[src/sv/embt_pkg.sv]
// shared types, codes and sizing functions for the extent map translator
// no dependencies
`timescale 1ns / 1ps
`default_nettype none

package embt_pkg;

    localparam int BLOCK_W         = 32;
    localparam int LOGICAL_W       = BLOCK_W + 8;
    localparam int PHYS_W          = BLOCK_W + 1;
    localparam int OUT_USED_W      = 9;
    localparam int DEF_MAX_EXTENTS = 256;
    localparam int TREE_RADIX      = 8;

    typedef enum logic [1:0] {
        ACT_ADD   = 2'd0,
        ACT_FIND  = 2'd1,
        ACT_CLEAR = 2'd2
    } t_action;

    typedef enum logic [1:0] {
        STAT_OK        = 2'd0,
        STAT_NOT_FOUND = 2'd1,
        STAT_FULL      = 2'd2,
        STAT_ZERO      = 2'd3
    } t_status;

    typedef enum logic [1:0] {
        S_IDLE,
        S_EXEC,
        S_FIND
    } t_state;

    typedef struct packed {
        logic [1:0]           action;
        logic [BLOCK_W-1:0]   start_block;
        logic [BLOCK_W-1:0]   block_count;
        logic [LOGICAL_W-1:0] lookup_block;
    } t_in_beat;

    typedef struct packed {
        logic [1:0]            status;
        logic [PHYS_W-1:0]     physical_block;
        logic [BLOCK_W-1:0]    run_length;
        logic [OUT_USED_W-1:0] entries_used;
    } t_out_beat;

    // broadcast from the sequencer to every cell
    typedef struct packed {
        logic                 add_en;
        logic [BLOCK_W-1:0]   start_block;
        logic [BLOCK_W-1:0]   block_count;
        logic [LOGICAL_W-1:0] lookup_block;
    } t_cell_cmd;

    // what a cell hands to its right-hand neighbor
    typedef struct packed {
        logic [BLOCK_W-1:0]   start;
        logic [BLOCK_W-1:0]   len;
        logic [LOGICAL_W-1:0] logical;
        logic                 lt;
    } t_link;

    typedef struct packed {
        logic               hit;
        logic [PHYS_W-1:0]  phys;
        logic [BLOCK_W-1:0] run;
    } t_hit;

    // entries left at reduction level k of the hit tree
    function automatic int level_count(input int n, input int k);
        int c;
        c = n;
        for (int s = 0; s < 16; s++) begin
            if (s < k) begin
                c = (c + TREE_RADIX - 1) / TREE_RADIX;
            end
        end
        return c;
    endfunction

    // register levels of the hit tree, leaf level included
    function automatic int tree_levels(input int n);
        int c;
        int lv;
        c  = n;
        lv = 1;
        for (int s = 0; s < 16; s++) begin
            if (c > 1) begin
                c  = (c + TREE_RADIX - 1) / TREE_RADIX;
                lv = lv + 1;
            end
        end
        return lv;
    endfunction

endpackage

`default_nettype wire

[src/sv/embt_cell.sv]
// one table slot of the extent chain: holds an extent and its logical start
// depends on embt_pkg
`timescale 1ns / 1ps
`default_nettype none

module embt_cell
    import embt_pkg::*;
(
    input  wire logic      i_clk,
    input  wire t_cell_cmd i_cmd,
    input  wire logic      i_active,
    input  wire t_link     i_prev,
    output t_link          o_link,
    output t_hit           o_hit
);

    logic [BLOCK_W-1:0]   r_start, n_start;
    logic [BLOCK_W-1:0]   r_len, n_len;
    logic [LOGICAL_W-1:0] r_logical, n_logical;
    logic [LOGICAL_W:0]   r_diff, n_diff;
    logic                 w_lt;
    logic                 w_within;
    logic [BLOCK_W-1:0]   w_off;

    assign w_lt = i_active && (r_start < i_cmd.start_block);

    // insert: keep, take the new extent, or shift in from the left
    always_comb begin
        n_start   = r_start;
        n_len     = r_len;
        n_logical = r_logical;
        if (i_cmd.add_en && !w_lt) begin
            if (i_prev.lt) begin
                n_start   = i_cmd.start_block;
                n_len     = i_cmd.block_count;
                n_logical = i_prev.logical + LOGICAL_W'(i_prev.len);
            end else begin
                n_start   = i_prev.start;
                n_len     = i_prev.len;
                n_logical = i_prev.logical + LOGICAL_W'(i_cmd.block_count);
            end
        end
    end

    // borrow bit set means the block lies ahead of this extent
    assign n_diff = {1'b0, i_cmd.lookup_block} - {1'b0, r_logical};

    always_ff @(posedge i_clk) begin
        r_start   <= n_start;
        r_len     <= n_len;
        r_logical <= n_logical;
        r_diff    <= n_diff;
    end

    assign w_within = !r_diff[LOGICAL_W] && (r_diff[LOGICAL_W-1:0] < LOGICAL_W'(r_len));
    assign w_off    = r_diff[BLOCK_W-1:0];

    assign o_hit.hit  = i_active && w_within;
    assign o_hit.phys = PHYS_W'(r_start) + PHYS_W'(w_off);
    assign o_hit.run  = r_len - w_off;

    assign o_link.start   = r_start;
    assign o_link.len     = r_len;
    assign o_link.logical = r_logical;
    assign o_link.lt      = w_lt;

endmodule

`default_nettype wire

[config.mk]
export PLATFORM = sky130hd
export DESIGN_NAME = embt_cell
export DESIGN_NICKNAME = d
export VERILOG_FILES = /design/src/sv/embt_pkg.sv /design/src/sv/embt_cell.sv
export SDC_FILE = /design/constraint.sdc
export NUM_CORES = 1
export LEC_CHECK = 0
export ABC_AREA = 1
export BUFFER_PORTS_ARGS = -buffer_cell sky130_fd_sc_hd__buf_2
export CORE_UTILIZATION = 57
export CTS_BUF_LIST = sky130_fd_sc_hd__clkbuf_16
export DETAILED_ROUTE_END_ITERATION = 8
export HOLD_SLACK_MARGIN = 0.05
export PLACE_DENSITY = 0.84
export SETUP_SLACK_MARGIN = 0.3
export SYNTH_ARGS = -nofsm -noshare
export SYNTH_HDL_FRONTEND = slang
export SYNTH_SLANG_ARGS = --single-unit
export TNS_END_PERCENT = 10
[constraint.sdc]
create_clock -name i_clk -period 7.7 [get_ports i_clk]
set_input_delay 0 -clock i_clk [delete_from_list [all_inputs] [get_ports i_clk]]
set_output_delay 0 -clock i_clk [all_outputs]
set_load 0.01 [all_outputs]
Yosys cells after proc, flatten, opt, wreduce, memory -nomap -nowiden
Cells that the tools add are included.
W data, S select, Z words.

operators by class
  $add $sub $neg = 5
  mux-type cells = 3
  reduce and logical (&&, ||, !) cells = 6
  magnitude comparators = 2

operators by type and width
  kind                 count
  $add A40 B32 Y40     2
  $mux W32             2
  $sub A40 B40 Y41     1
  $lt A40 B32 Y1       1
  $mux W40             1
  $add A32 B32 Y33     1
  $lt A32 B32 Y1       1
  $sub A32 B32 Y32     1
  $logic_and A1 B1 Y1  4
  $logic_not A1 Y1     2

word-level totals
  output and inout port bits = 171
  bits of input ports = 212
  register bits after elaboration = 145

Depth between registers and ports, before layout
  word-level depth = 4
  gate-level depth with buffers = 17

Worst setup path before layout
No wires, ideal clock.

  path type = reg2reg
  from = register r_start[31]
  to = register r_len[0] (enable)
  arrival time = 6254 ps
  setup slack = 845 ps
  library setup time = 601 ps
  period minus slack after synthesis = 6855 ps
  buffers on the path = 0
  stages on the path, launching flop included = 8
  required time = 7099 ps
  cell sequence = edfxtp_1 -> ha_1 -> nand2_1 -> nor2_1 -> nand4_1 -> nor2_1 -> nand2_1 -> a21oi_1

on the way
  longest elaborated chain between the ends = 4

RTL lines
  what                    line             text
  start, declared         embt_cell.sv:17  logic [BLOCK_W-1:0] r_start, n_start;
  start signal, assigned  embt_cell.sv:49  r_start <= n_start;
  $lt A32 B32 Y1          embt_cell.sv:25  assign w_lt = i_active && (r_start < i_cmd.start_block);
  $logic_and A1 B1 Y1     embt_cell.sv:25
  $logic_not A1 Y1        embt_cell.sv:32  if (i_cmd.add_en && !w_lt) begin
  $logic_and A1 B1 Y1     embt_cell.sv:32
  end signal, assigned    embt_cell.sv:50  r_len <= n_len;
  end, declared           embt_cell.sv:18  logic [BLOCK_W-1:0] r_len, n_len;

No other way between the ends.
A chain may end at the register's enable or synchronous reset.

Worst setup path in the final report
  from = register r_start[31]
  to = register r_logical[2] (enable)

on the way
  longest elaborated chain between the ends = 4

RTL lines
  what                  line             text
  $lt A32 B32 Y1        embt_cell.sv:25
  $logic_and A1 B1 Y1   embt_cell.sv:25
  $logic_not A1 Y1      embt_cell.sv:32
  $logic_and A1 B1 Y1   embt_cell.sv:32
  end signal, assigned  embt_cell.sv:51  r_logical <= n_logical;
  end, declared         embt_cell.sv:19  logic [LOGICAL_W-1:0] r_logical, n_logical;

No other way between the ends.

==> qor.csv <==
stage,metric,value,unit
power,Leakage,11.8,nW
critical_path,worst-path cell chain,ha_1 -> nand2_1 -> nor2_1 -> nand4_1 -> nor2_1 -> nand2_1 -> a21oi_4 -> buf_4 -> buf_4,
route,Routed wire per std cell,17.9,µm
timing,final period demand of the worst path,3480,ps
logic_synthesis,post-synthesis mux area share,0.0673,%
logic_synthesis,largest family of logic cells by synthesized area,simple AND/OR/NAND/NOR gates,
floorplan,core area,28800,µm²
floorplan,Die Ht,173,µm
logic_synthesis,complex-gate fraction of the synthesized area,11.7,%
logic_synthesis,Post-synth top flop,edfxtp_1,
floorplan,Initial Utilization,58.1,%
route,drt total wl,64300,µm
clock_network,Root Driver,clkbuf_16,
final_layout,ANT cells,0,
global_routing,antenna violations before repair,0,
floorplan,width of the die,173,µm
logic_synthesis,Adder-Cell Fraction of Synth Area,15.3,%
critical_path,Worst path slowest cell,buf_4,
power,PwrDens,263,nW/µm²
logic_synthesis,Netlist cell types,41,
timing,# setup viols final,0,
run_status,status,"complete, no violations",
critical_path,Worst R2R Setup Slack,4220,ps
critical_path,Worst Path Max Fanout,57,
min_path,min-delay worst type,primary input to flip-flop,
route,detailed-route via count,19900,
timing,clk_skew,18.8,ps
route,drt initial violations,2040,
clock_network,H-tree depth reported by CTS,4,
final_layout,storage element area,3940,µm²
logic_synthesis,#FFs+latches synth,145,
clock_network,clk_lat worst skew,450,ps
critical_path,FF-to-FF path depth,9,
critical_path,kind of start point of the critical path,flip-flop,
floorplan,# IOs,383,
global_routing,gr usage total,41.9,%
final_layout,Nets,3601,
placement,HPWL after detailed placement,51600,µm
timing,Max Slew Vio Count,0,
critical_path,r2r endpoint,r_logical[2],
min_path,Hold Startpoint,i_cmd[9],
logic_synthesis,Mapped Nets,3072,
logic_synthesis,Synth Area in Simple Gates,33.1,%
timing,Max transition margin,45.0,%
final_layout,Multi-input gate area,10800,µm²
route,Initial DRT Pass Iterations,9,
final_layout,"Core Util, Final",73.4,%
timing,Tcrit/Tclk final,45.2,%
clock_network,count of cells resized by post-cts repair,0,
logic_synthesis,Mapped Area,16700,µm²
global_routing,vias in the first global route,19400,
timing,Slew @ Worst Pin,824,ps
clock_network,# clock sinks,145,
logic_synthesis,most frequent cell after synthesis,nand2_1,
min_path,number of cells on the worst hold path,3,
route,Final ANT Viol Nets,0,
timing,post-route setup TNS,0,ps
min_path,sink of the worst hold path,r_diff[9],
timing,Min Hold Slack,73.2,ps
critical_path,crit path kind,flip-flop to flip-flop,
logic_synthesis,Synth area leader,edfxtp_1,
logic_synthesis,Avg Inst Size Synth,6.30,µm²
critical_path,Critical R2R Launch,r_start[31],
global_routing,total grt overflow,0,
critical_path,WP data required,7770,ps
timing,RSZ-0062 raised after global routing,no,
clock_network,CTS tree,done,
route,mean number of vias per cell,5.57,
critical_path,Crit path largest cell delay,750,ps
flow_run,max cap viols,0,
timing,final hold violation count,0,
final_layout,Syn-to-layout area delta,26.3,%
logic_synthesis,"Seq/Total Area, Yosys",23.6,%
logic_synthesis,xor/xnor share of the synthesized area,4.24,%
logic_synthesis,Commonest cells post-synth,"786 x nand2_1, 512 x inv_1, 271 x nor2_1",
placement,RD Place Congestion,1.01,
logic_synthesis,post-synth top area share,18.7,%
clock_network,"CTS clk-pin slew, worst paths",70,ps
logic_synthesis,Synth area leaders,"edfxtp_1 19%, nand2_1 18%, ha_1 15%",
placement,port buffer count,382,
logic_synthesis,fraction of registers with async set/reset,0,%
clock_network,CTS Buffer Depth,2,
logic_synthesis,yosys warns,0,
logic_synthesis,Post-synth EDFFs,104,
final_layout,share of layout cells above drive strength 1,15.7,%
floorplan,Rows,62,
final_layout,# fillers,2369,
power,Max VDD drop,197,µV
critical_path,Worst Setup End Kind,flip-flop,
clock_network,cts bufs inserted,17,
global_routing,largest net degree at the start of global routing,117,
global_routing,first-pass GRT wire length,98700,µm
critical_path,CP arrival,3550,ps
floorplan,Die ar.,30000,µm²
logic_synthesis,cell count after synthesis,2658,
route,Residual DRC,0,
timing,Fmax,287,MHz
==> critical path: cells and delay by family, from the launching register on <==
family,cells,cell delay (ps)
buf+inv,2,1360
simple gates,5,710
compound gates,1,130
flops,1,430
fa+ha+maj,1,360
==> registers in the layout, summed over array words and instances, names as in the netlist <==
register	count
r_diff	41
r_len	32
r_logical	40
r_start	32
==> worst max-delay path by stage <==
stage / start / endpoint / slack [ps] / cells past startpoint
5_1_grt: r_start[31] / r_logical[30] / 4080 / 9
4_1_cts: r_start[1] / r_len[27] / 4370 / 13
3_3_place_gp: r_start[1] / r_logical[36] / 4490 / 13
3_5_place_dp: r_start[1] / r_logical[39] / 4380 / 13
6_report: r_start[31] / r_logical[2] / 4220 / 9
2_1_floorplan: r_start[31] / r_len[0] / 840 / 7
==> logic make-up (layout without fill, tap and decap cells) <==
kind of cell	after synthesis	in the layout
AND/OR/NAND/NOR	1319	1319
buffers and inverters	538	1080
AO/OA/AOI/OAI	372	372
adder cells (fa/ha/maj)	202	202
flip-flops	145	145
XOR/XNOR	81	81
multiplexers	1	1
==> area by class of cell <==
class | count | share of cell area (%)
Clock inverter | 14 | 0.604
Timing Repair Buffer | 532 | 16.1
Inverter | 516 | 9.17
Tap cell | 384 | 2.27
Sequential cell | 145 | 18.7
Clock buffer | 18 | 2.13
Multi-Input combinational cell | 1975 | 51.0
==> timing repair <==
| item | CTS | global route |
|---|---|---|
| hold buffers | 147 | 0 |
| endpoints found under the setup margin | 0 | 0 |
| endpoints found under the hold margin | 96 | 0 |
| setup buffers | 0 | 0 |
==> through the flow <==
stage / cells / area, µm² / setup slack (ps) / power (mW)
after floorplan: 2658 / 16700 / 845 / 3.28
after global placement: 3405 / 19100 / 4490 / 4.47
after CTS: 3584 / 21100 / 4370 / 5.43
after global routing: 3584 / 21100 / 4080 / 5.89
final: 3584 / 21100 / 4220 / 5.56
after detailed placement: 3405 / 19100 / 4380 / 4.52
==> report_power, final <==
group          total [mW]  internal (mW)  switching, mW
sequential           1.18           1.00          0.183
combinational        3.51           1.21           2.30
clock               0.862          0.470          0.392
==> cell usage in the layout (no fill, tap or decap), drive strengths merged, types with 18 or more instances in the layout <==
cell type / n
nand2: 827
inv: 523
buf: 385
nor2: 287
a21oi: 231
ha: 198
dlygate4sd3: 147
nand3: 127
edfxtp: 104
o21ai: 103
xor2: 67
dfxtp: 41
nor3: 38
nand4: 24
clkbuf: 18
==> per-layer routing <==
metal  vias up  wire length, µm  GRT usage, %
met3       269             5520          5.04
met2      1205            31100          74.8
met1      9000            23800          48.2
met5         -                0             0
met4         0             3850          24.0
li1       9473                -             -
Note: power is estimated with default switching activity, not from simulation.
